===== src/rtl/ffa_pkg.sv =====
// Shared types and constants for the first-fit segment allocator.
package ffa_pkg;

    localparam int MaxSegments = 32;
    localparam int AddrBits    = 16;
    localparam int SizeBits    = AddrBits + 1;
    localparam int CntBits     = $clog2(MaxSegments + 1);
    localparam int IdxBits     = $clog2(MaxSegments);

    typedef logic [AddrBits-1:0] t_addr;
    typedef logic [SizeBits-1:0] t_size;
    typedef logic [CntBits-1:0]  t_cnt;

    // One segment of the table.
    typedef struct packed {
        t_addr start;
        t_size size;
        logic  free;
    } t_seg;

    // Result status codes.
    typedef enum logic [1:0] {
        ST_OK    = 2'd0,
        ST_NOFIT = 2'd1,
        ST_FULL  = 2'd2,
        ST_BAD   = 2'd3
    } t_status;

    // Per-cycle command from the sequencer to every cell.
    typedef enum logic [2:0] {
        CMD_HOLD,
        CMD_INIT,
        CMD_SPLIT,
        CMD_MARK_USED,
        CMD_FREE_MERGE
    } t_cmd_op;

    typedef struct packed {
        t_cmd_op op;
        t_cnt    idx;
        t_size   req;
        logic    merge_next;
        logic    merge_prev;
    } t_cell_cmd;

endpackage


===== src/rtl/ffa_cell.sv =====
// One segment slot of the table; updates itself from its neighbors' contents.
module ffa_cell (
    input  logic              i_clk,
    input  logic              i_rst_n,
    input  ffa_pkg::t_cnt     i_pos,
    input  ffa_pkg::t_size    i_pool,
    input  ffa_pkg::t_cell_cmd i_cmd,
    input  ffa_pkg::t_seg     i_prev,
    input  ffa_pkg::t_seg     i_next,
    input  ffa_pkg::t_seg     i_next2,
    output ffa_pkg::t_seg     o_seg
);
    import ffa_pkg::*;

    t_seg r_seg;
    t_seg n_seg;

    // Next contents given this cell's place relative to the target index.
    always_comb begin
        n_seg = r_seg;
        case (i_cmd.op)
            CMD_INIT: begin
                n_seg = '0;
                if (i_pos == '0) begin
                    n_seg.size = i_pool;
                    n_seg.free = 1'b1;
                end
            end
            CMD_SPLIT: begin
                if (i_pos == i_cmd.idx) begin
                    n_seg.size = i_cmd.req;
                    n_seg.free = 1'b0;
                end else if (i_pos == i_cmd.idx + t_cnt'(1)) begin
                    n_seg.start = i_prev.start + i_cmd.req[AddrBits-1:0];
                    n_seg.size  = i_prev.size - i_cmd.req;
                    n_seg.free  = 1'b1;
                end else if (i_pos > i_cmd.idx) begin
                    n_seg = i_prev;
                end
            end
            CMD_MARK_USED: begin
                if (i_pos == i_cmd.idx) n_seg.free = 1'b0;
            end
            CMD_FREE_MERGE: begin
                // Removing k entries after the merge: k = merge_next + merge_prev.
                if (i_cmd.merge_prev) begin
                    if (i_pos + t_cnt'(1) == i_cmd.idx) begin
                        n_seg.size = r_seg.size + i_next.size
                                   + (i_cmd.merge_next ? i_next2.size : '0);
                    end else if (i_pos >= i_cmd.idx) begin
                        n_seg = i_cmd.merge_next ? i_next2 : i_next;
                    end
                end else if (i_cmd.merge_next) begin
                    if (i_pos == i_cmd.idx) begin
                        n_seg.size = r_seg.size + i_next.size;
                        n_seg.free = 1'b1;
                    end else if (i_pos > i_cmd.idx) begin
                        n_seg = i_next;
                    end
                end else if (i_pos == i_cmd.idx) begin
                    n_seg.free = 1'b1;
                end
            end
            default: n_seg = r_seg;
        endcase
    end

    always_ff @(posedge i_clk) begin
        if (!i_rst_n) begin
            r_seg <= (i_pos == '0)
                   ? t_seg'{start: '0, size: t_size'(1 << AddrBits), free: 1'b1}
                   : t_seg'('0);
        end else begin
            r_seg <= n_seg;
        end
    end

    assign o_seg = r_seg;
endmodule


===== config.mk =====
export PLATFORM = sky130hd
export DESIGN_NAME = ffa_cell
export DESIGN_NICKNAME = d
export VERILOG_FILES = /design/src/rtl/ffa_pkg.sv /design/src/rtl/ffa_cell.sv
export SDC_FILE = /design/constraint.sdc
export NUM_CORES = 1
export LEC_CHECK = 0
export ABC_AREA = 0
export BUFFER_PORTS_ARGS = -buffer_cell sky130_fd_sc_hd__buf_2
export CAP_MARGIN = 5
export CORE_ASPECT_RATIO = 0.7
export CORE_UTILIZATION = 55
export CTS_CLUSTER_DIAMETER = 100
export DETAILED_ROUTE_END_ITERATION = 12
export HOLD_SLACK_MARGIN = 0.15
export PLACE_DENSITY_LB_ADDON = 0.1
export REMOVE_ABC_BUFFERS = 1
export SYNTH_ARGS = -nofsm -noshare
export SYNTH_HDL_FRONTEND = slang
export SYNTH_SLANG_ARGS = --single-unit

===== constraint.sdc =====
create_clock -name i_clk -period 4.5 [get_ports i_clk]
set_input_delay 0.225 -clock i_clk [delete_from_list [all_inputs] [get_ports i_clk]]
set_output_delay 0.225 -clock i_clk [all_outputs]
set_load 0.005 [all_outputs]

==> impl_metrics.env, run 1 <==
export IMPL_finalMaxSlewViolations=0
export IMPL_cp_start_kind="register"
export IMPL_path_cells="ha_1 > inv_1 > fa_1 > and2b_1 > o2111ai_1 > nand3b_1 > xor2_1 > ha_1 > or2_2 > a21o_1 > a41o_1 > o211ai_1 > a31oi_1 > or3_1 > a21oi_1 > o211ai_1"
export IMPL_synthDistinctLibCells=80
export IMPL_power_frac_clock=0.195
export IMPL_grt_pass1_wl_um=34290
export IMPL_fin_util=0.6715
export IMPL_grt_ovfl_total=0
export IMPL_drive_gt1_frac=0.2131
export IMPL_drt_iter0_drc=815
export IMPL_area_growth_pct=17.52
export IMPL_crit_required_ns=4.52
export IMPL_synth_area_um2=6748
export IMPL_ys_top_cells_by_area="edfxtp_1, ha_1, a21oi_1, nand2_1, xnor2_1"
export IMPL_grtUsageTotal=0.3457
export IMPL_slowest_delay_ns=0.40
export IMPL_core_um2=11810
export IMPL_cts_root_buf="clkbuf_16"
export IMPL_grt_pass1_vias=6709
export IMPL_critPathMaxFanout=5
export IMPL_hp_start="i_pool[1]"
export IMPL_p_leak_nw=3.644
export IMPL_switching_share=0.4246
export IMPL_layout_setup_ws_ns=0.2749
export IMPL_p_sw_uw=773.5
export IMPL_largest_reg_flops=34
export IMPL_clock_skew_ns=0.003982
export IMPL_yosys_most_used_dff="edfxtp_1"
export IMPL_dp_cells=1219
export IMPL_synthArstFlopShare=0
export IMPL_avgViaCountPerCell=6.279
export IMPL_crit_type="reg -> reg"
export IMPL_yosysTopAreaCell="edfxtp_1"
export IMPL_power_density_nw_per_um2=229.7
export IMPL_die_w_um=134.4
export IMPL_slew_headroom=0.3217
export IMPL_clock_fmax_ghz=0.2367
export IMPL_placed_area_um2=7792
export IMPL_period_share=0.9389
export IMPL_cts_resized=0
export IMPL_synth_seq_area_share=0.1513
export IMPL_worstSkewPairLatency_ns=0.29
export IMPL_grt_max_degree=33
export IMPL_p_int_mw=1.048
export IMPL_worstReg2RegStart="o_seg[1]"
export IMPL_syn_inst=904
export IMPL_arrival_ns=4.25
export IMPL_post_drt_wl_per_cell_um=18.24
export IMPL_hold_viol=0
export IMPL_tritoncts="done"
export IMPL_drt_antenna_violating_nets=0
export IMPL_p_comb_frac=0.582
export IMPL_p_seq_frac=0.223
export IMPL_dieArea_um2=12720
export IMPL_num_vias=7704
export IMPL_clockBufferDepth=2
export IMPL_ys_ff_latch=34
export IMPL_drc=0
export IMPL_cpMaxStageDelayCell="fa_1"
export IMPL_holdWs_ns=0.2683
export IMPL_finish_instance_area_um2=7930
export IMPL_ys_warn_count=0
export IMPL_peakVddDrop_v=0.0001562
export IMPL_finalSetupTns_ns=0
export IMPL_synth_top_cell_area_share=0.1513
export IMPL_setup_viol=0
export IMPL_die_height_um=94.67
export IMPL_drv_cap=0
export IMPL_port_buffers=188
export IMPL_period_needed_ns=4.225
export IMPL_place_ws_ns=0.3547
export IMPL_n_antenna_cell=0
export IMPL_status="finished, final reports clean"
export IMPL_min_path_type="in -> reg"
export IMPL_clkSinkCount=34
export IMPL_synth_edf_count=34
export IMPL_tightest_slew_ns=1.014
export IMPL_gp_congestion=0.9252
export IMPL_synth_area_per_cell_um2=7.464
export IMPL_rsz0062_at_grt="false"
export IMPL_cts_hold_buf=0
export IMPL_rows=33
export IMPL_fill_cells=1085
export IMPL_power_mw=1.822
export IMPL_io_pins=189
export IMPL_ff2ff_setup_slack_ns=0.27
export IMPL_post_cts_setup_buffer_count=0
export IMPL_h_tree_depth=2
export IMPL_crit_start="o_seg[1]"
export IMPL_antenna_found_initial=1
export IMPL_final_nets=1299
export IMPL_routed_wl_um=22380
export IMPL_cp_end_kind="register"
export IMPL_clk_pin_slew_ns=0.06
export IMPL_initial_utilization=0.5714
export IMPL_final_cells=1227
export IMPL_dp_hpwl_um=17210
export IMPL_dr_pass1_iters=7
export IMPL_tritoncts_num_buffers=5
==> path summary, 6_finish.rpt <==
check              end  depth (start not counted)
max reg2reg  o_seg[15]                         16
min reg2reg  o_seg[10]                          4
min           o_seg[2]                          3
max          o_seg[15]                         16
==> synth_stat cells (16+ instances only) <==
cell and n:
ha_1 71, nand3_1 20, inv_1 46, edfxtp_1 34, o21ai_0 48, a21oi_1 94
o211ai_1 16, nor3_1 26, xnor2_1 35, nor2_1 65, mux2i_1 25, xor2_1 17
a31oi_1 17, a21o_1 22, nand2_1 105, and2_1 22, clkbuf_1 26
==> layout make-up <==
class	count	area [um^2]	share of cell area
clock buffer	6	128.9	0.01625
clock inverter	2	8.758	0.001104
multi-input combinational	783	5383	0.6788
timing repair buffer	198	1016	0.1281
tap	157	196.4	0.02477
sequential	34	1021	0.1287
inverter	47	176.4	0.02225
==> routing by layer <==
metal,vias to the layer above,GRT usage,part of all wire
met5,-,0,0.00049
met4,2,0.06835,0.013
met3,39,0.06763,0.10
met2,424,0.5194,0.42
met1,3518,0.5087,0.47
li1,3721,-,-
==> critical path, delay by kind of cell (launching register included) <==
family	cells	cell delay [ns]
and+or+nand+nor	4	1.08
DFF	1	0.36
adders and majority gates	3	0.85
xor gates and xnor gates	1	0.20
buffers and inverters	1	0.05
AOI/OAI and AO/OA	7	1.40
==> cells by family (layout without fill, tap and decap cells) <==
logic type      count (synthesis)  count (layout)  synth area share
mux                            32              32           0.04877
compound gates                315             315            0.3117
simple gates                  309             309            0.2246
fa+ha+maj                      75              75            0.1435
xor+xnor                       52              52           0.06749
buf+inv                        87             253           0.05266
flops                          34              34            0.1513
==> cells in the final DEF (no fill, tap or decap), drive strengths merged, types with 5 or more instances in the layout <==
master   instances
a21o            23
and2            22
o21ai           50
o22ai            7
o211ai          16
nor2            65
and3             9
o2111ai          6
ha              71
a21oi           96
nor3            27
mux2             7
a211o            7
edfxtp          34
mux2i           25
nand2          105
xor2            17
o311ai           5
o31ai            9
clkbuf           6
a221oi           7
o21bai           7
nand2b          10
o21a            12
inv             47
nor2b           13
a31oi           17
a211oi          13
or3              7
xnor2           35
buf            198
nand3           21
==> power groups by stage <==
stage	clock network, mW	logic, mW	registers [mW]
2_1_floorplan	0	0.723	0.415
3_3_place_gp	0	1.01	0.411
3_5_place_dp	0	1.03	0.412
4_1_cts	0.351	1.04	0.406
5_1_grt	0.366	1.17	0.408
6_report	0.355	1.06	0.406
Power figures use the tool's default switching activity.
==> run 2: changes to the inputs <==
--- a/config.mk
+++ b/config.mk
@@ -12,9 +12,9 @@
 export CORE_UTILIZATION = 55
 export CTS_CLUSTER_DIAMETER = 100
 export DETAILED_ROUTE_END_ITERATION = 12
+export GPL_TIMING_DRIVEN = 0
 export HOLD_SLACK_MARGIN = 0.15
 export PLACE_DENSITY_LB_ADDON = 0.1
-export REMOVE_ABC_BUFFERS = 1
 export SYNTH_ARGS = -nofsm -noshare
 export SYNTH_HDL_FRONTEND = slang
 export SYNTH_SLANG_ARGS = --single-unit
==> run 2 against run 1 <==
  * Clock power increased by 16%
  * Global-route usage is 4.8 points higher
  * Largest cell class unchanged
  * Die area is the same
==> impl_metrics.env, run 2 (same netlist as run 1, synthesis figures left out) <==
export IMPL_routed_wl_um=25260
export IMPL_post_cts_setup_buffer_count=0
export IMPL_layout_commonest_cell="buf_2"
export IMPL_crit_required_ns=4.49
export IMPL_drt_iter0_drc=1059
export IMPL_cp_end_kind="register"
export IMPL_place_ws_ns=0.2779
export IMPL_clk_pin_slew_ns=0.06
export IMPL_power_density_nw_per_um2=238.3
export IMPL_antenna_found_initial=0
export IMPL_dp_hpwl_um=20160
export IMPL_layout_setup_ws_ns=0.1876
export IMPL_switching_share=0.4211
export IMPL_hold_viol=0
export IMPL_post_drt_wl_per_cell_um=20.09
export IMPL_die_w_um=134.4
export IMPL_cts_hold_buf=0
export IMPL_clock_skew_ns=0.005876
export IMPL_grtUsageTotal=0.3941
export IMPL_grt_pass1_vias=7101
export IMPL_largest_reg_flops=34
export IMPL_cts_root_buf="clkbuf_16"
export IMPL_avgViaCountPerCell=6.448
export IMPL_cts_resized=0
export IMPL_grt_ovfl_total=0
export IMPL_finish_instance_area_um2=8108
export IMPL_gp_congestion=0.9941
export IMPL_dieArea_um2=12720
export IMPL_drive_gt1_frac=0.2145
export IMPL_power_frac_clock=0.213
export IMPL_rows=33
export IMPL_crit_type="reg -> reg"
export IMPL_period_share=0.9583
export IMPL_initial_utilization=0.5714
export IMPL_clockBufferDepth=2
export IMPL_drc=0
export IMPL_dr_pass1_iters=6
export IMPL_setup_viol=0
export IMPL_drt_antenna_violating_nets=0
export IMPL_clkSinkCount=34
export IMPL_io_pins=189
export IMPL_final_nets=1329
export IMPL_tritoncts_num_buffers=5
export IMPL_worstSkewPairLatency_ns=0.29
export IMPL_grt_max_degree=16
export IMPL_tritoncts="done"
export IMPL_p_comb_frac=0.577
export IMPL_clock_fmax_ghz=0.2319
export IMPL_peakVddDrop_v=0.0001517
export IMPL_synth_nets=1134
export IMPL_area_growth_pct=20.16
export IMPL_num_vias=8105
export IMPL_h_tree_depth=2
export IMPL_p_sw_uw=813.7
export IMPL_p_int_mw=1.119
export IMPL_arrival_ns=4.30
export IMPL_drv_cap=0
export IMPL_cp_start_kind="register"
export IMPL_slew_headroom=0.1076
export IMPL_rsz0062_at_grt="false"
export IMPL_port_buffers=186
export IMPL_critPathMaxFanout=5
export IMPL_finalMaxSlewViolations=0
export IMPL_placed_area_um2=7919
export IMPL_min_path_type="in -> reg"
export IMPL_p_seq_frac=0.210
export IMPL_status="finished, final reports clean"
export IMPL_tightest_slew_ns=1.328
export IMPL_core_um2=11810
export IMPL_layout_common_cells="buf_2, nand2_1, a21oi_1"
export IMPL_n_antenna_cell=0
export IMPL_period_needed_ns=4.312
export IMPL_p_leak_nw=3.710
export IMPL_die_height_um=94.67
export IMPL_grt_pass1_wl_um=38000
## run 2: path summary, 6_finish.rpt
kind	cells after the start	slack [ns]	end	startpoint
setup / recovery	16	0.19	o_seg[15]	o_seg[1]
hold / removal	3	0.27	o_seg[2]	i_pool[1]
setup reg to reg	16	0.19	o_seg[15]	o_seg[1]
hold reg to reg	5	1.18	o_seg[17]	o_seg[17]
## run 2: power groups by stage
stage / sequential, mW / combinational (mW) / clock, mW
5_1_grt: 0.408 / 1.21 / 0.420
6_report: 0.406 / 1.12 / 0.411
4_1_cts: 0.405 / 1.08 / 0.404
3_5_place_dp: 0.412 / 1.07 / 0
3_3_place_gp: 0.412 / 1.05 / 0
2_1_floorplan: 0.415 / 0.742 / 0
## run 2: stage by stage
| stage | power [mW] | hold WS [ns] | utilization | std cells | setup TNS, ns |
|---|---|---|---|---|---|
| floorplan | 1.157 | 0.4595 | - | 904 | 0 |
| global placement | 1.464 | 0.5531 | 0.6669 | 1247 | -9.433 |
| detailed placement | 1.478 | 0.5640 | 0.6706 | 1249 | 0 |
| CTS | 1.886 | 0.2759 | 0.6850 | 1257 | 0 |
| global route | 2.043 | 0.3104 | 0.6866 | 1257 | 0 |
| finish | 1.932 | 0.2700 | 0.6866 | 1257 | 0 |
## run 2: area by class of cell
class / instances / area, um^2
Multi-Input combinational cell: 783 / 5399
Timing Repair Buffer: 188 / 965.9
Tap cell: 157 / 196.4
Buffer: 40 / 178.9
Sequential cell: 34 / 1021
Clock inverter: 3 / 45.04
Inverter: 47 / 176.4
Fill cell: 1079 / 3701
Clock buffer: 5 / 125.1
## run 2: critical path, stage by stage (launching register included)
cell and delay [ns]:
edfxtp_1 0.35, ha_1 0.19, inv_1 0.06, fa_1 0.40, and2b_2 0.27, o2111ai_2 0.12
nand3b_1 0.20, xor2_2 0.19, ha_1 0.27, or2_2 0.32, a21o_1 0.20, a41o_1 0.32
o211ai_1 0.28, a31oi_1 0.16, or3_1 0.34, a21oi_1 0.20, o211ai_1 0.15
## run 2: per-layer routing
layer	wire, um	GRT usage	up-vias
met5	0	0	-
met4	605	0.1096	0
met3	3622	0.1057	56
met2	10050	0.5652	601
met1	10980	0.5717	3675
li1	-	-	3773
==> run 3: changes to the inputs <==
--- a/config.mk
+++ b/config.mk
@@ -5,7 +5,7 @@
 export SDC_FILE = /design/constraint.sdc
 export NUM_CORES = 1
 export LEC_CHECK = 0
-export ABC_AREA = 0
+export ABC_AREA = 1
 export BUFFER_PORTS_ARGS = -buffer_cell sky130_fd_sc_hd__buf_2
 export CAP_MARGIN = 5
 export CORE_ASPECT_RATIO = 0.7
@@ -15,6 +15,7 @@
 export GPL_TIMING_DRIVEN = 0
 export HOLD_SLACK_MARGIN = 0.15
 export PLACE_DENSITY_LB_ADDON = 0.1
+export SETUP_SLACK_MARGIN = 0.1
 export SYNTH_ARGS = -nofsm -noshare
 export SYNTH_HDL_FRONTEND = slang
 export SYNTH_SLANG_ARGS = --single-unit
==> run 3 against run 2 <==
  * Sequential share of layout area is 0.34 points higher
  * Global-route usage down 1.1 points
  * First-iteration DRC count fell by 13%
  * Via count shrank 2.0%
  * Critical path depth is 5 higher
  * Die area fell by 2.6%
  * Clock-buffer cell count unchanged
  * Setup slack better by 0.47 ns
  * Largest cell class unchanged
  * Core utilization is 1.0 points higher
  * Register-to-register slack gained 0.47 ns
  * Sequential power up 5%
  * Synthesized area fell by 2.7%
==> impl_metrics.env, run 3 <==
export IMPL_holdWs_ns=0.3209
export IMPL_synth_area_per_cell_um2=6.415
export IMPL_worstSkewPairLatency_ns=0.28
export IMPL_synth_simple_gate_area_frac=0.2602
export IMPL_p_leak_nw=4.045
export IMPL_place_ws_ns=0.8443
export IMPL_synthArstFlopShare=0
export IMPL_dp_hpwl_um=20090
export IMPL_syn_inst=1024
export IMPL_status="finished, final reports clean"
export IMPL_synth_seq_area_share=0.1554
export IMPL_min_path_type="in -> reg"
export IMPL_synth_fa_ha_area_frac=0.1474
export IMPL_h_tree_depth=2
export IMPL_largest_reg_flops=34
export IMPL_clock_fmax_ghz=0.2604
export IMPL_cp_end_kind="register"
export IMPL_drc=0
export IMPL_io_pins=189
export IMPL_crit_type="reg -> reg"
export IMPL_peakVddDrop_v=0.0001299
export IMPL_avgViaCountPerCell=5.775
export IMPL_die_w_um=132.6
export IMPL_layout_commonest_cell="nand2_1"
export IMPL_crit_required_ns=4.54
export IMPL_arrival_ns=3.88
export IMPL_multi_input_area_um2=4888
export IMPL_clockBufferDepth=2
export IMPL_synthDistinctLibCells=55
export IMPL_grt_pass1_vias=6889
export IMPL_layout_setup_ws_ns=0.6604
export IMPL_grt_pass1_wl_um=36510
export IMPL_synth_top_family_by_area="compound AO/OA/AOI/OAI gates"
export IMPL_synth_nets=1254
export IMPL_area_growth_pct=20.19
export IMPL_cpMaxStageDelayCell="edfxtp_1"
export IMPL_cts_resized=0
export IMPL_layout_common_cells="nand2_1, buf_2, a21oi_1"
export IMPL_cts_hold_buf=0
export IMPL_antenna_found_initial=1
export IMPL_grt_ovfl_total=0
export IMPL_tritoncts="done"
export IMPL_seq_area_um2=1021
export IMPL_synth_top_cell_area_share=0.1554
export IMPL_yosysMostFrequentCell="nand2_1"
export IMPL_period_needed_ns=3.840
export IMPL_synth_edf_count=34
export IMPL_num_vias=7941
export IMPL_initial_utilization=0.5797
export IMPL_clock_skew_ns=0.006191
export IMPL_grt_max_degree=11
export IMPL_ff2ff_setup_slack_ns=0.66
export IMPL_hold_viol=0
export IMPL_yosys_most_used_dff="edfxtp_1"
export IMPL_clkSinkCount=34
export IMPL_clk_pin_slew_ns=0.05
export IMPL_gp_congestion=1.008
export IMPL_synthMuxAreaShare=0
export IMPL_ys_warn_count=0
export IMPL_yosysTopAreaCell="edfxtp_1"
export IMPL_port_buffers=187
export IMPL_drive_gt1_frac=0.1982
export IMPL_dr_pass1_iters=8
export IMPL_slowest_delay_ns=0.42
export IMPL_slew_headroom=0.4430
export IMPL_period_share=0.8533
export IMPL_synth_area_um2=6569
export IMPL_rows=32
export IMPL_yosys_top_cells_count="nand2_1, a21oi_1, inv_1, nor2_1, ha_1"
export IMPL_ys_ff_latch=34
export IMPL_ys_top_cells_by_area="edfxtp_1, ha_1, nand2_1, a21oi_1, inv_1"
export IMPL_post_drt_wl_per_cell_um=17.40
export IMPL_final_nets=1451
export IMPL_core_um2=11330
export IMPL_crit_family="compound AO/OA/AOI/OAI gates"
export IMPL_fill_cells=1076
export IMPL_cp_buffers_inverters=1
export IMPL_power_mw=1.903
export IMPL_tritoncts_num_buffers=5
export IMPL_synth_xor_area_share=0.07181
export IMPL_rsz0062_at_grt="false"
export IMPL_die_height_um=93.44
export IMPL_grtUsageTotal=0.3833
export IMPL_post_cts_setup_buffer_count=0
export IMPL_setup_viol=0
export IMPL_power_density_nw_per_um2=241.1
export IMPL_routed_wl_um=23930
export IMPL_critPathMaxFanout=6
export IMPL_drt_antenna_violating_nets=0
export IMPL_tightest_slew_ns=0.8339
export IMPL_drt_iter0_drc=920
export IMPL_synth_compound_area_share=0.2630
export IMPL_finalMaxSlewViolations=0
export IMPL_dieArea_um2=12390
export IMPL_cpMostUsedCell="nand2_1"
export IMPL_path_cells="ha_1 > a21oi_1 > nand2_1 > nand2_1 > nand3_1 > a21boi_2 > o21ai_2 > nand2_1 > nand2_1 > xor2_1 > ha_1 > a21oi_1 > o21bai_1 > a21oi_1 > nand3_1 > nand3_1 > nand2_1 > nand2_1 > nand3_1 > nand2_1 > inv_1"
export IMPL_drv_cap=0
export IMPL_cp_start_kind="register"
export IMPL_cts_root_buf="clkbuf_16"
run 3: cell types whose count changed in the layout (fill, tap and decap cells not counted), moves of 16 or more:
cell and change:
nor2_1 +22, o21ai_1 +16, nand3_1 +36, xor2_1 +19
o21ai_0 +20, inv_1 +76, xnor2_1 -18, nand2_1 +115
a21o_1 -18, and2_1 -21, nor3_1 -17, a21oi_1 +35
mux2i_1 -25
run 3: metrics by stage:
step,TNS [ns],instances,instance area [um^2],util
after floorplan,0,1024,6569,-
after global placement,-8.694,1364,7696,0.6792
after detailed placement,0,1367,7734,0.6825
after CTS,0,1374,7893,0.6966
after global routing,0,1374,7893,0.6966
final,0,1375,7895,0.6968
run 3: worst register-to-register path: cells and delay by family (launching register included):
family | cells | cell delay (ns)
buf+inv | 1 | 0.03
xor+xnor | 1 | 0.34
fa+ha+maj | 2 | 0.72
flops | 1 | 0.42
simple gates | 11 | 1.02
compound gates | 6 | 1.04
run 3: metal layers:
layer / up-vias / global-route usage / share of wire
li1: 3910 / - / -
met1: 3489 / 0.5744 / 0.45
met2: 497 / 0.5456 / 0.39
met3: 45 / 0.08347 / 0.14
met4: 0 / 0.09387 / 0.024
met5: - / 0 / 0
run 3: kinds of logic after synthesis:
| family | count (synthesis) |
|---|---|
| AO/OA/AOI/OAI | 298 |
| buffers and inverters | 162 |
| XOR/XNOR | 53 |
| flip-flops | 34 |
| AND/OR/NAND/NOR | 402 |
| adder cells (fa/ha/maj) | 75 |
run 3: power breakdown:
| part | total [mW] | switching (mW) | internal (mW) |
|---|---|---|---|
| Sequential | 0.425 | 0.0260 | 0.399 |
| Clock | 0.379 | 0.123 | 0.256 |
| Combinational | 1.10 | 0.676 | 0.423 |
| Total | 1.90 | 0.825 | 1.08 |
run 3: cell type report:
type	instances	share of cell area
inverter	126	0.06054
antenna	1	0.0003170
multi-input combinational	828	0.6192
timing repair buffer	190	0.1219
clock inverter	2	0.004279
tap	153	0.02425
sequential	34	0.1293
clock buffer	5	0.01585
buffer	36	0.02441
run 3: worst paths after layout:
check / startpoint / endpoint / cells past startpoint
setup reg to reg: o_seg[3] / o_seg[17] / 21
setup / recovery: o_seg[3] / o_seg[17] / 21
hold reg to reg: o_seg[16] / o_seg[16] / 6
hold / removal: i_pool[0] / o_seg[1] / 5
