==> src/rtl/ffa_pkg.sv <==
// Shared types and constants for the first-fit segment allocator.
package ffa_pkg;

    localparam int MaxSegments = 32;
    localparam int AddrBits    = 16;
    localparam int SizeBits    = AddrBits + 1;
    localparam int CntBits     = $clog2(MaxSegments + 1);
    localparam int IdxBits     = $clog2(MaxSegments);

    typedef logic [AddrBits-1:0] t_addr;
    typedef logic [SizeBits-1:0] t_size;
    typedef logic [CntBits-1:0]  t_cnt;

    // One segment of the table.
    typedef struct packed {
        t_addr start;
        t_size size;
        logic  free;
    } t_seg;

    // Result status codes.
    typedef enum logic [1:0] {
        ST_OK    = 2'd0,
        ST_NOFIT = 2'd1,
        ST_FULL  = 2'd2,
        ST_BAD   = 2'd3
    } t_status;

    // Per-cycle command from the sequencer to every cell.
    typedef enum logic [2:0] {
        CMD_HOLD,
        CMD_INIT,
        CMD_SPLIT,
        CMD_MARK_USED,
        CMD_FREE_MERGE
    } t_cmd_op;

    typedef struct packed {
        t_cmd_op op;
        t_cnt    idx;
        t_size   req;
        logic    merge_next;
        logic    merge_prev;
    } t_cell_cmd;

endpackage

==> src/rtl/ffa_ctrl.sv <==
// Request sequencer: scans the cell row one entry per cycle and issues updates.
module ffa_ctrl (
    input  logic               i_clk,
    input  logic               i_rst_n,
    input  logic               i_req_valid,
    output logic               o_req_ready,
    input  logic               i_req_type,
    input  ffa_pkg::t_size     i_req_size,
    input  ffa_pkg::t_addr     i_free_offset,
    input  logic               i_cfg_valid,
    output logic               o_cfg_ready,
    input  ffa_pkg::t_size     i_cfg_data,
    output ffa_pkg::t_size     o_pool,
    input  ffa_pkg::t_seg      i_scan_seg,
    input  ffa_pkg::t_seg      i_scan_next,
    input  ffa_pkg::t_seg      i_scan_prev,
    output ffa_pkg::t_cnt      o_scan_idx,
    output ffa_pkg::t_cell_cmd o_cmd,
    output logic               o_rsp_valid,
    input  logic               i_rsp_ready,
    output logic [1:0]         o_status,
    output ffa_pkg::t_addr     o_granted_offset
);
    import ffa_pkg::*;

    typedef enum logic [1:0] {
        S_IDLE,
        S_SCAN,
        S_RESP
    } t_state;

    t_state  r_state;
    t_cnt    r_count;
    t_cnt    r_idx;
    logic    r_type;
    t_size   r_req;
    t_addr   r_off;
    t_size   r_pool;
    t_status r_status;
    t_addr   r_granted;
    t_cell_cmd r_cmd;

    logic    w_cfg_take;
    t_size   w_pool_clip;
    logic    w_alloc_hit;
    logic    w_free_hit;

    assign o_req_ready = (r_state == S_IDLE) && !i_cfg_valid;
    assign o_cfg_ready = (r_state == S_IDLE);
    assign w_cfg_take  = i_cfg_valid && o_cfg_ready;
    assign o_pool      = r_pool;
    assign o_scan_idx  = r_idx;
    assign o_cmd       = r_cmd;
    assign o_rsp_valid = (r_state == S_RESP);
    assign o_status    = r_status;
    assign o_granted_offset = r_granted;

    // Clamp the written pool size into range.
    always_comb begin
        w_pool_clip = i_cfg_data;
        if (i_cfg_data == '0) w_pool_clip = t_size'(1);
        if (i_cfg_data > t_size'(1 << AddrBits)) w_pool_clip = t_size'(1 << AddrBits);
    end

    assign w_alloc_hit = i_scan_seg.free && (i_scan_seg.size >= r_req);
    assign w_free_hit  = !i_scan_seg.free && (i_scan_seg.start == r_off);

    // Sequencer and registered result word.
    always_ff @(posedge i_clk) begin
        if (!i_rst_n) begin
            r_state <= S_IDLE;
            r_count <= t_cnt'(1);
            r_idx   <= '0;
            r_pool  <= t_size'(1 << AddrBits);
            r_cmd   <= '{op: CMD_HOLD, default: '0};
        end else begin
            case (r_state)
                S_IDLE: begin
                    if (w_cfg_take) begin
                        r_pool   <= w_pool_clip;
                        r_count  <= t_cnt'(1);
                        r_cmd.op <= CMD_INIT;
                    end else begin
                        r_cmd.op <= CMD_HOLD;
                        if (i_req_valid) begin
                            r_type <= i_req_type;
                            r_req  <= i_req_size;
                            r_off  <= i_free_offset;
                            r_idx  <= '0;
                            if (!i_req_type && i_req_size == '0) begin
                                r_status  <= ST_BAD;
                                r_granted <= '0;
                                r_state   <= S_RESP;
                            end else begin
                                r_state <= S_SCAN;
                            end
                        end
                    end
                end
                S_SCAN: begin
                    if (r_idx >= r_count) begin
                        r_cmd.op  <= CMD_HOLD;
                        r_granted <= '0;
                        r_status  <= r_type ? ST_BAD : ST_NOFIT;
                        r_state   <= S_RESP;
                    end else if (!r_type && w_alloc_hit) begin
                        r_state <= S_RESP;
                        if (i_scan_seg.size == r_req) begin
                            r_status  <= ST_OK;
                            r_granted <= i_scan_seg.start;
                            r_cmd.op  <= CMD_MARK_USED;
                            r_cmd.idx <= r_idx;
                        end else if (r_count >= t_cnt'(MaxSegments)) begin
                            r_cmd.op  <= CMD_HOLD;
                            r_granted <= '0;
                            r_status  <= ST_FULL;
                        end else begin
                            r_status  <= ST_OK;
                            r_granted <= i_scan_seg.start;
                            r_cmd.op  <= CMD_SPLIT;
                            r_cmd.idx <= r_idx;
                            r_cmd.req <= r_req;
                            r_count   <= r_count + t_cnt'(1);
                        end
                    end else if (r_type && w_free_hit) begin
                        r_state   <= S_RESP;
                        r_status  <= ST_OK;
                        r_granted <= '0;
                        r_cmd.op  <= CMD_FREE_MERGE;
                        r_cmd.idx <= r_idx;
                        r_cmd.merge_next <= (r_idx + t_cnt'(1) < r_count) && i_scan_next.free;
                        r_cmd.merge_prev <= (r_idx != '0) && i_scan_prev.free;
                        r_count <= r_count
                            - t_cnt'((r_idx + t_cnt'(1) < r_count) && i_scan_next.free)
                            - t_cnt'((r_idx != '0) && i_scan_prev.free);
                    end else begin
                        r_cmd.op <= CMD_HOLD;
                        r_idx    <= r_idx + t_cnt'(1);
                    end
                end
                S_RESP: begin
                    r_cmd.op <= CMD_HOLD;
                    if (i_rsp_ready) r_state <= S_IDLE;
                end
                default: begin
                    r_cmd.op <= CMD_HOLD;
                    r_state  <= S_IDLE;
                end
            endcase
        end
    end
endmodule

==> config.mk <==
export PLATFORM = sky130hd
export DESIGN_NAME = ffa_ctrl
export DESIGN_NICKNAME = d
export VERILOG_FILES = /design/src/rtl/ffa_pkg.sv /design/src/rtl/ffa_ctrl.sv
export SDC_FILE = /design/constraint.sdc
export NUM_CORES = 1
export LEC_CHECK = 0
export BUFFER_PORTS_ARGS = -buffer_cell sky130_fd_sc_hd__buf_2
export CORE_ASPECT_RATIO = 0.5
export CORE_MARGIN = 2
export CORE_UTILIZATION = 43
export DETAILED_ROUTE_END_ITERATION = 10
export PLACE_DENSITY = 0.76
export SLEW_MARGIN = 10
export SYNTH_ARGS = -nofsm -noshare
export SYNTH_HDL_FRONTEND = slang
export SYNTH_SLANG_ARGS = --single-unit
==> constraint.sdc <==
create_clock -name i_clk -period 4.1 [get_ports i_clk]
set_clock_uncertainty 0.05 [all_clocks]
set_input_delay 0.205 -clock i_clk [delete_from_list [all_inputs] [get_ports i_clk]]
set_output_delay 0.205 -clock i_clk [all_outputs]
set_load 0.02 [all_outputs]
==> summary.txt, run 1 <==
Outcome
  – Outcome: complete, no violations

STA
  – Max-slew violations: 0
  – Fin crit share: between 90 and 100%
  – Setup ws final: 0.147 ns
  – Crit path time final: just under 4 ns
  – Final Hold Vio Count: 0
  – Setup violations, final: 0
  – Max Fclk: 253 MHz
  – Relative slew slack: a little under a quarter
  – Least-Margin Pin Slew: 1.15 ns

Die
  – Cell Rows: 28
  – Die area: 0.0131 mm2
  – I/O pins: 230
  – Die Y: 81.9 um
  – Core ar.: ~0.012 mm2
  – Die X: between 150 and 200 um
  – Starting density of the core: 44.1%

Worst setup path
  – CP startpoint: o_scan_idx[1]
  – Crit path DAT: 4.19 ns
  – Critical Path RT: 4.33 ns
  – Reg-to-reg endpoint: r_count[5]
  – Crit path max fanout: 4
  – Reg2Reg Depth: 16
  – Startpoint types: flip-flop
  – Critical path class: flip-flop to flip-flop
  – CP endpoint: r_count[5]
  – Worst path depth: 16
  – Cell mode on critical path: o21a_1
  – Critical path's top delay family: simple AND/OR/NAND/NOR gates
  – Critical Path, Cell by Cell: ha_1 > nor2b_1 > or2_2 > ha_1 > o21a_1 > o21a_1 > o21a_1 > o21ai_0 > and3b_2 > fa_1 > ha_2 > nor4b_4 > nand3_1 > mux2_2 > or4_1 > nand3_1
  – Crit-path max cell delay: around 0.44 ns
  – Worst R2R Start: o_scan_idx[1]
  – Crit path buf inv count: 0
  – Crit path max-delay cell type: fa_1
  – Critical Path End Type: flip-flop
  – Flop2flop setup slack: between 0.1 and 0.15 ns

Synthesis
  – Synth Instances: ~490
  – Syn_area_per_cell: approximately 11 um2
  – Net Count, Synth: 683
  – Yosys warns: 0
  – Top cell type's share of synthesized area: 29.9%
  – Largest cells by area after synthesis: edfxtp_1 (30%), dfxtp_1 (23%), ha_1 (8.6%), mux2i_1 (4.2%), nor2_1 (3.2%)
  – Post-synth design cell area: 0.00522 mm2
  – Synth async-reset ratio: 0%
  – Synth area leader: edfxtp_1
  – Yosys cell types: between 50 and 60
  – Post-synth EDFFs: 52
  – Prevailing post-synth register cell: dfxtp_1
  – Register area share after synthesis: 52.5%
  – FF+latch count, synth: 111

CTS
  – Clk sinks: 111
  – Total CTS buffers: 9
  – CTS clock-pin slew for the worst setup and hold paths: approximately 0.080 ns
  – CTS root buffer: clkbuf_16
  – Bufs on Longest Clock Path: 2
  – Skew-Pair Late Insertion Delay: 0.34 ns
  – # H-tree levels: 3
  – CTS tree: done

Hold path
  – Min-delay worst type: input pin to flip-flop
  – Hold_sp: i_req_type

Final layout
  – Final Util: 58.1%
  – Register area: 0.00274 mm2
  – Ratio of cells with drive above 1 in the final layout: 29.8%
  – Most common cell after layout, fill and taps aside: buf_2
  – Nets@finish: 875
  – Filler cell count: 1,053
  – Most frequent cells in the layout: buf_2 (163), dfxtp_1 (58), edfxtp_1 (52)
  – Area growth, synth to finish: 31.8%
  – Antenna cells: 0
  – Multi-input logic area: 0.00230 mm2

Global route
  – Largest net degree at the start of global routing: 48
  – Number of global-route vias before repair: around 4,000
  – First-pass GRT wire length: 20.0 mm
  – Overall Global Routing Usage: about a fifth
  – Initial antenna violation count: 0
  – GRT overflow: 0

Run
  – Max-Cap Viols: 0

Routing
  – Iter 0 DRT Violations: about 180
  – WL final: between 10 and 15 mm
  – DR vias: 4,250
  – Drc violations: 0
  – DR WL/cell: around 15 um
  – Drt pass-1 iters: 4
  – Remaining antenna violation count: 0
  – Via density: roughly 5.0

Pwr
  – Leakage dissipation: between 2 and 3 nW
  – Worst VDD drop: 0.248 mV
  – P per Cell Area: 357 mW/mm2

Placement
  – Dpl ws: -0.109 ns
  – Routability cong.: 0.838
  – Final HPWL DP: 9.41 mm
  – Port buffer count: 163
## metal layers
layer	wire [um]	up-vias	share of wire, %	GRT usage (%)
li1	-	2121	-	-
met1	5820	2016	45	24.3
met2	6490	101	50	34.8
met3	487	12	3.8	4.39
met4	167	0	1.3	5.77
met5	0	-	0	0
## state kept, by name, indices dropped and copies added (netlist names)
name / cells
r_count: 6
o_scan_idx: 6
o_status: 2
r_req: 17
r_state: 2
r_off: 16
o_granted_offset: 16
r_type: 1
o_pool: 17
o_cmd: 28
## synthesized netlist by cell type (10+ instances only)
library cell / number
a21oi_1: 11
a22oi_1: 15
and2_1: 18
clkbuf_1: 16
dfxtp_1: 59
edfxtp_1: 52
ha_1: 36
inv_1: 30
mux2i_1: 22
nand2_1: 32
nand3_1: 30
nor2_1: 45
nor4_1: 10
o21ai_0: 13
xnor2_1: 14
## power by group
group | internal [mW] | leakage [nW] | total [mW] | switching, mW
clock network | 0.544 | 0.158 | 0.959 | 0.415
logic | 0.130 | 1.84 | 0.298 | 0.168
registers | 1.19 | 0.976 | 1.20 | 0.0149
total | 1.86 | 2.98 | 2.46 | 0.598
## cells by family after synthesis
kind of cell | after synthesis | synth area share, %
simple gates | 176 | 17.3
flops | 111 | 52.5
compound gates | 67 | 8.82
buf+inv | 52 | 4.14
fa+ha+maj | 38 | 9.20
mux | 24 | 4.65
xor+xnor | 20 | 3.35
## repair_timing
item,CTS,global route
endpoints found under the setup margin,2,1
endpoints found under the hold margin,26,4
hold buffers,26,4
cloned,0,0
buffers inserted,0,2
pin swaps,0,2
gates resized for setup,2,3
## through the flow
| stage | cell area [um2] | setup TNS, ns | hold WS (ns) | std cells | power [mW] |
|---|---|---|---|---|---|
| 3_3_place_gp | 6220 | 0 | 0.333 | 802 | 1.49 |
| 2_1_floorplan | 5230 | 0 | 0.254 | 488 | 1.39 |
| 3_5_place_dp | 6220 | -0.109 | 0.334 | 802 | 1.50 |
| 6_report | 6890 | 0 | 0.0142 | 850 | 2.46 |
| 4_1_cts | 6830 | 0 | 0.000203 | 844 | 2.47 |
| 5_1_grt | 6890 | -0.00143 | 0.00366 | 850 | 2.55 |
## layout make-up
class                           instances  share of cell area [%]
Multi-Input combinational cell        325                    33.5
Tap cell                              165                    3.00
Inverter                               30                    1.64
Clock buffer                            9                    3.27
Timing Repair Buffer                  203                    17.3
Clock inverter                          7                    1.47
Sequential cell                       111                    39.9
## worst min-delay path by stage
stage | depth (start not counted) | slack (ns) | to
floorplan | 0 | 0.25 | r_off[0]
global placement | 1 | 0.33 | r_off[0]
global route | 1 | 0.004 | r_req[10]
CTS | 1 | 0.0002 | r_req[5]
detailed placement | 1 | 0.33 | r_off[14]
finish | 1 | 0.01 | r_type
Note: power is estimated with default switching activity, not from simulation.
==> run 2, diff against run 1 <==
ABC_AREA = 1   (was unset)
CORE_UTILIZATION = 44   (was 43)
==> summary.txt, run 2 <==
STA
  – Least-Margin Pin Slew: 0.892 ns (-0.261 ns)
  – Relative slew slack: 40.3% (+17 points)
  – Max Fclk: 277 MHz (+9.4%)
  – Final Hold Vio Count: 0 (unchanged)
  – Setup_tns: 0 ns (unchanged)
  – Fin crit share: 88.1% (-8.3 points)
  – RSZ-0062 raised after global routing: no
  – Setup ws final: 0.487 ns (+0.340 ns)
  – Crit path time final: 3.61 ns (-0.340 ns)
  – Max-slew violations: 0 (unchanged)
  – Setup violations, final: 0 (unchanged)
  – Final hold slack: 0.00720 ns (-0.00696 ns)

Worst setup path
  – Crit path DAT: 3.81 ns (-0.38 ns)
  – Startpoint types: flip-flop
  – Critical Path End Type: flip-flop
  – Crit path max fanout: 8 (+4)
  – Critical path class: flip-flop to flip-flop
  – Critical Path RT: 4.29 ns (-0.04 ns)

Final layout
  – Register area: 0.00274 mm2 (about the same)
  – Area growth, synth to finish: 27.5%
  – Max FFs per register: 28 (unchanged)
  – Final Util: 57.3% (-0.87 points)
  – Antenna cells: 0 (unchanged)
  – Nets@finish: 1,076 (+23%)
  – Ratio of cells with drive above 1 in the final layout: 23.7% (-6.1 points)
  – Most frequent cells in the layout: nand2_1 (183), buf_2 (163), nor2_1 (106)
  – Multi-input logic area: 0.00253 mm2 (+10%)
  – Filler cell count: 1,162 (+10%)
  – Most common cell after layout, fill and taps aside: nand2_1

CTS
  – CTS clock-pin slew for the worst setup and hold paths: 0.08 ns (about the same)
  – # H-tree levels: 3 (unchanged)
  – CTS root buffer: clkbuf_16
  – Bufs on Longest Clock Path: 2 (unchanged)
  – Total CTS buffers: 9 (unchanged)
  – Clk sinks: 111 (unchanged)
  – Skew-Pair Late Insertion Delay: 0.35 ns (about the same)
  – CTS tree: done

Synthesis
  – Post-synth EDFFs: 52 (unchanged)
  – Yosys cell types: 40 (-25%)
  – Top post-synthesis cells by count: nand2_1 (183), nor2_1 (106), inv_1 (78)
  – FF+latch count, synth: 111 (unchanged)
  – Net Count, Synth: 886 (+30%)
  – Synth area leader: edfxtp_1
  – Register area share after synthesis: 48.4% (-4.1 points)
  – Most common cell in the synthesized netlist: nand2_1
  – Prevailing post-synth register cell: dfxtp_1
  – Yosys warns: 0 (unchanged)
  – Top cell type's share of synthesized area: 27.5% (-2.4 points)
  – Largest cells by area after synthesis: edfxtp_1 (28%), dfxtp_1 (21%), nand2_1 (12%), ha_1 (7.9%), nor2_1 (7.0%)
  – Synth async-reset ratio: 0% (unchanged)
  – Post-synth design cell area: 0.00567 mm2 (+8.6%)
  – Synth Instances: 691 (+42%)
  – Syn_area_per_cell: 8.21 um2 (-23%)

Pwr
  – Total power: 3.42 mW (+39%)
  – Leakage dissipation: 3.55 nW (+19%)
  – P per Cell Area: 472 mW/mm2 (+32%)
  – Internal power: 2.17 mW (+17%)
  – Worst VDD drop: 0.307 mV (+24%)
  – Sw Share: 36.4% (+12 points)
  – Flop pwr share: 39.8% (-9.1 points)
  – Clk pwr share: 26.5% (-13 points)
  – Psw: 1.25 mW (+110%)
  – Gate power share: 33.7% (+22 points)

Routing
  – Iter 0 DRT Violations: 371 (+110%)
  – Drc violations: 0 (unchanged)
  – DR WL/cell: 13.3 um (-13%)
  – Via density: 4.81 (-3.9%)
  – Remaining antenna violation count: 0 (unchanged)
  – Drt pass-1 iters: 5 (+1)
  – DR vias: 5,075 (+19%)
  – WL final: 14.1 mm (+8.6%)

Outcome
  – Outcome: complete, no violations

Global route
  – Number of global-route vias before repair: 4,929 (+23%)
  – GRT overflow: 0 (unchanged)
  – Initial antenna violation count: 0 (unchanged)
  – Overall Global Routing Usage: 20.8% (+1.3 points)
  – First-pass GRT wire length: 23.0 mm (+15%)
  – Largest net degree at the start of global routing: 37 (-23%)

Die
  – Die area: 0.0139 mm2 (+5.9%)
  – Die Y: 84.3 um (+2.9%)
  – Die X: 165 um (+2.9%)
  – Starting density of the core: 44.9% (+0.80 points)
  – Core ar.: 0.0126 mm2 (+6.6%)
  – I/O pins: 230 (unchanged)
  – Cell Rows: 29 (+3.6%)

Placement
  – Routability cong.: 0.856 (+2.1%)
  – Port buffer count: 163 (unchanged)
  – Final HPWL DP: 10.6 mm (+13%)
  – Dpl ws: 0.527 ns (+0.636 ns)

Run
  – Max-Cap Viols: 0 (unchanged)

Hold path
  – Min-delay worst type: input pin to flip-flop
## run 2: cells by family (layout without fill, tap and decap cells)
group,Yosys count,after routing,share of synthesized area (%)
adders and majority gates,37,37,8.30
xor gates and xnor gates,17,17,2.63
AOI/OAI and AO/OA,66,66,6.55
and+or+nand+nor,360,360,26.9
DFF,111,111,48.4
buffers and inverters,100,295,7.28
## run 2: critical path, stage by stage (launching register included)
cell and delay [ns]:
dfxtp_1 0.47, nand3_1 0.16, nor3b_1 0.27, xor2_1 0.14, ha_1 0.34, nand4_1 0.10
o2111a_1 0.29, fa_1 0.54, inv_1 0.06, ha_1 0.18, nor2_1 0.08, nand3_1 0.11
nor3_1 0.19, xor2_1 0.17, nand2_1 0.07, o21ai_0 0.08, nor2_1 0.06, nor2_1 0.11
nor2_1 0.06
## run 2: worst paths after layout
path | startpoint | to | slack [ns] | cells after the start
max | o_scan_idx[2] | r_count[5] | 0.49 | 18
min | i_req_size[14] | r_req[14] | 0.007 | 1
max reg2reg | o_scan_idx[2] | r_count[5] | 0.49 | 18
min reg2reg | o_pool[14] | o_pool[14] | 0.41 | 2
## run 2: power by group through the flow
| stage | Clock (mW) | Sequential (mW) | Combinational, mW |
|---|---|---|---|
| 6_report | 0.905 | 1.36 | 1.15 |
| 5_1_grt | 0.974 | 1.38 | 1.31 |
| 4_1_cts | 0.925 | 1.36 | 1.15 |
| 3_5_place_dp | 0 | 1.38 | 1.12 |
| 3_3_place_gp | 0 | 1.38 | 1.08 |
| 2_1_floorplan | 0 | 1.44 | 0.752 |
## run 2: what timing repair did
action / in CTS / in global routing
setup buffers: 0 / 0
gates resized for setup: 0 / 0
hold buffers: 24 / 3
endpoints found under the hold margin: 24 / 3
## run 2: metrics by stage
stage	instance area (um2)	instances
detailed placement	6660	1013
floorplan	5680	691
CTS	7200	1053
global route	7230	1056
global placement	6660	1013
finish	7230	1056
## run 2: area by class of cell
class | instances | area share [%]
well taps | 170 | 2.94
repair buffers | 194 | 15.4
inverters | 85 | 4.41
clock inverters | 6 | 0.934
multi-input cells | 480 | 35.1
clock buffers | 10 | 3.30
flip-flops and latches | 111 | 37.9
## run 2: metal layers
| metal | wire (um) | global-route usage [%] | up-vias |
|---|---|---|---|
| li1 | - | - | 2600 |
| met1 | 6380 | 26.9 | 2281 |
| met2 | 6450 | 34.7 | 167 |
| met3 | 925 | 4.74 | 27 |
| met4 | 325 | 6.56 | 0 |
| met5 | 0 | 0 | - |
==> run 3, diff against run 2 <==
BUFFER_PORTS_ARGS = unset   (was -buffer_cell sky130_fd_sc_hd__buf_2)
CORE_UTILIZATION = 57   (was 44)
DONT_BUFFER_PORTS = 1   (was unset)
PLACE_DENSITY = 0.74   (was 0.76)
==> summary.txt, run 3 (synthesized netlist as in run 2, its figures left out) <==
Global route
  – Overall Global Routing Usage: 26.8% (+6.0 points)
  – Initial antenna violation count: 0 (unchanged)
  – Largest net degree at the start of global routing: 36 (-2.7%)
  – Number of global-route vias before repair: 4,604 (-6.6%)
  – First-pass GRT wire length: 22.4 mm (-2.3%)
  – GRT overflow: 0 (unchanged)

CTS
  – # H-tree levels: 3 (unchanged)
  – CTS clock-pin slew for the worst setup and hold paths: 0.08 ns (about the same)
  – Skew-Pair Late Insertion Delay: 0.35 ns (about the same)
  – CTS tree: done
  – Bufs on Longest Clock Path: 2 (unchanged)
  – Total CTS buffers: 9 (unchanged)
  – CTS root buffer: clkbuf_16
  – Clk sinks: 111 (unchanged)

STA
  – Setup violations, final: 0 (unchanged)
  – Least-Margin Pin Slew: 0.612 ns (-0.280 ns)
  – Setup ws final: 0.360 ns (-0.127 ns)
  – RSZ-0062 raised after global routing: no
  – Relative slew slack: 59.2% (+19 points)
  – Crit path time final: 3.74 ns (+0.127 ns)
  – Setup_tns: 0 ns (unchanged)
  – Final Hold Vio Count: 0 (unchanged)
  – Max-slew violations: 0 (unchanged)
  – Fin crit share: 91.2% (+3.1 points)
  – Max Fclk: 267 MHz (-3.4%)

Hold path
  – Hold Path Cell Cnt: 2 (+1)
  – Hold_sp: i_scan_seg[20]
  – Hold endpoint: o_granted_offset[2]
  – Min-delay worst type: input pin to flip-flop

Final layout
  – Most common cell after layout, fill and taps aside: nand2_1
  – Most frequent cells in the layout: nand2_1 (183), nor2_1 (106), inv_1 (78)
  – Ratio of cells with drive above 1 in the final layout: 6.80% (-17 points)
  – Filler cell count: 749 (-36%)
  – Area growth, synth to finish: 16.8%
  – Max FFs per register: 28 (unchanged)
  – Nets@finish: 940 (-13%)
  – Antenna cells: 0 (unchanged)

Pwr
  – P per Cell Area: 491 mW/mm2 (+4.0%)
  – Leakage dissipation: 2.95 nW (-17%)
  – Worst VDD drop: 0.309 mV (+0.79%)

Placement
  – Routability cong.: 0.912 (+6.6%)
  – Final HPWL DP: 9.64 mm (-9.4%)
  – Port buffer count: 0 (-100%)
  – Dpl ws: 0.399 ns (-0.128 ns)

Routing
  – Iter 0 DRT Violations: 322 (-13%)
  – DR WL/cell: 15.6 um (+17%)
  – Via density: 5.23 (+8.9%)
  – Remaining antenna violation count: 0 (unchanged)
  – Drc violations: 0 (unchanged)
  – Drt pass-1 iters: 5 (unchanged)
  – WL final: 13.8 mm (-1.6%)
  – DR vias: 4,631 (-8.7%)

Die
  – Core ar.: 0.00954 mm2 (-24%)
  – Cell Rows: 25 (-14%)
  – Die Y: 74.5 um (-12%)
  – Starting density of the core: 59.4% (+15 points)
  – Die X: 145 um (-12%)
  – Die area: 0.0108 mm2 (-22%)
  – I/O pins: 230 (unchanged)

Worst setup path
  – Reg-to-reg endpoint: r_count[5]
  – Critical Path RT: 4.29 ns (about the same)
  – Reg2Reg Depth: 17 (-1)
  – Crit-path max cell delay: 0.56 ns (+0.02 ns)
  – Critical Path, Cell by Cell: nand3_1 > nor3b_1 > xor2_1 > ha_1 > a21oi_1 > o2111a_1 > fa_1 > ha_1 > nor2_1 > nand3_1 > nor3_1 > xor2_1 > nand2_1 > o21ai_0 > nor2_1 > nor2_1 > nor2_1
  – Critical Path End Type: flip-flop
  – Critical path's top delay family: simple AND/OR/NAND/NOR gates
  – Startpoint types: flip-flop
  – Crit path buf inv count: 0 (-1)
  – Worst R2R Start: o_scan_idx[0]
  – Cell mode on critical path: nor2_1
  – Crit path max fanout: 6 (-2)
  – Crit path DAT: 3.93 ns (+0.12 ns)
  – Critical path class: flip-flop to flip-flop
  – Flop2flop setup slack: 0.36 ns (-0.13 ns)
  – Crit path max-delay cell type: dfxtp_1

Run
  – Max-Cap Viols: 0 (unchanged)

Outcome
  – Outcome: complete, no violations
run 3: cell types whose count changed in the layout (fill, tap and decap cells not counted):
cell	before	now
clkinvlp_2	1	0
inv_6	1	0
buf_12	0	1
clkinvlp_4	0	1
bufinv_16	1	0
clkbuf_1	0	1
inv_4	0	1
buf_2	163	0
buf_4	4	7
clkinv_4	1	2
dlygate4sd3_1	27	50
clkinv_1	2	1
run 3: final cells by class:
type                    count  area [um2]  share of cell area [%]
flip-flops and latches    111        2740                    41.4
multi-input cells         480        2530                    38.3
repair buffers             58         573                    8.65
inverters                  85         319                    4.82
clock buffers              11         243                    3.66
well taps                 135         169                    2.55
clock inverters             5        42.5                   0.642
run 3: per-layer routing:
metal  GRT usage [%]  wire [um]
met1            32.9       6010
met2            45.6       6180
met3            10.0       1480
met4            7.63        182
met5               0          0
run 3: per-stage QoR:
step           std cells  util (%)  cell area, um2  power (mW)  hold WS [ns]
5_1_grt              885      69.4            6620        3.48       0.00735
2_1_floorplan        691         -            5680        2.19         0.254
4_1_cts              885      69.4            6620        3.27       0.00698
3_3_place_gp         818      61.0            5820        2.36         0.234
3_5_place_dp         818      61.0            5820        2.39         0.237
6_report             885      69.4            6620        3.25        0.0216
run 3: repair_timing:
action | 4_1_cts | 5_1_grt
gates resized for setup | 0 | 0
hold buffers | 51 | 0
buffers inserted | 0 | 0
hold endpoints to repair | 84 | 0
run 3: power breakdown:
| part | total, mW | switching [mW] | internal [mW] |
|---|---|---|---|
| Clock | 0.837 | 0.401 | 0.436 |
| Sequential | 1.44 | 0.157 | 1.28 |
| Combinational | 0.979 | 0.636 | 0.344 |
| Total | 3.25 | 1.19 | 2.06 |
run 3: worst max-delay path by stage:
stage / start / to / slack [ns] / cells after the start
3_3_place_gp: o_scan_idx[0] / r_count[5] / 0.48 / 17
5_1_grt: o_scan_idx[0] / r_count[5] / 0.05 / 17
6_report: o_scan_idx[0] / r_count[5] / 0.36 / 17
4_1_cts: o_scan_idx[0] / r_count[5] / 0.38 / 17
2_1_floorplan: o_scan_idx[2] / r_count[5] / 0.73 / 18
3_5_place_dp: o_scan_idx[0] / r_count[5] / 0.40 / 17
run 3: worst register-to-register path: stages (launching register included):
cell	delay, ns
dfxtp_1	0.56
nand3_1	0.20
nor3b_1	0.29
xor2_1	0.23
ha_1	0.29
a21oi_1	0.16
o2111a_1	0.28
fa_1	0.46
ha_1	0.19
nor2_1	0.10
nand3_1	0.10
nor3_1	0.18
xor2_1	0.17
nand2_1	0.06
o21ai_0	0.08
nor2_1	0.06
nor2_1	0.11
nor2_1	0.06
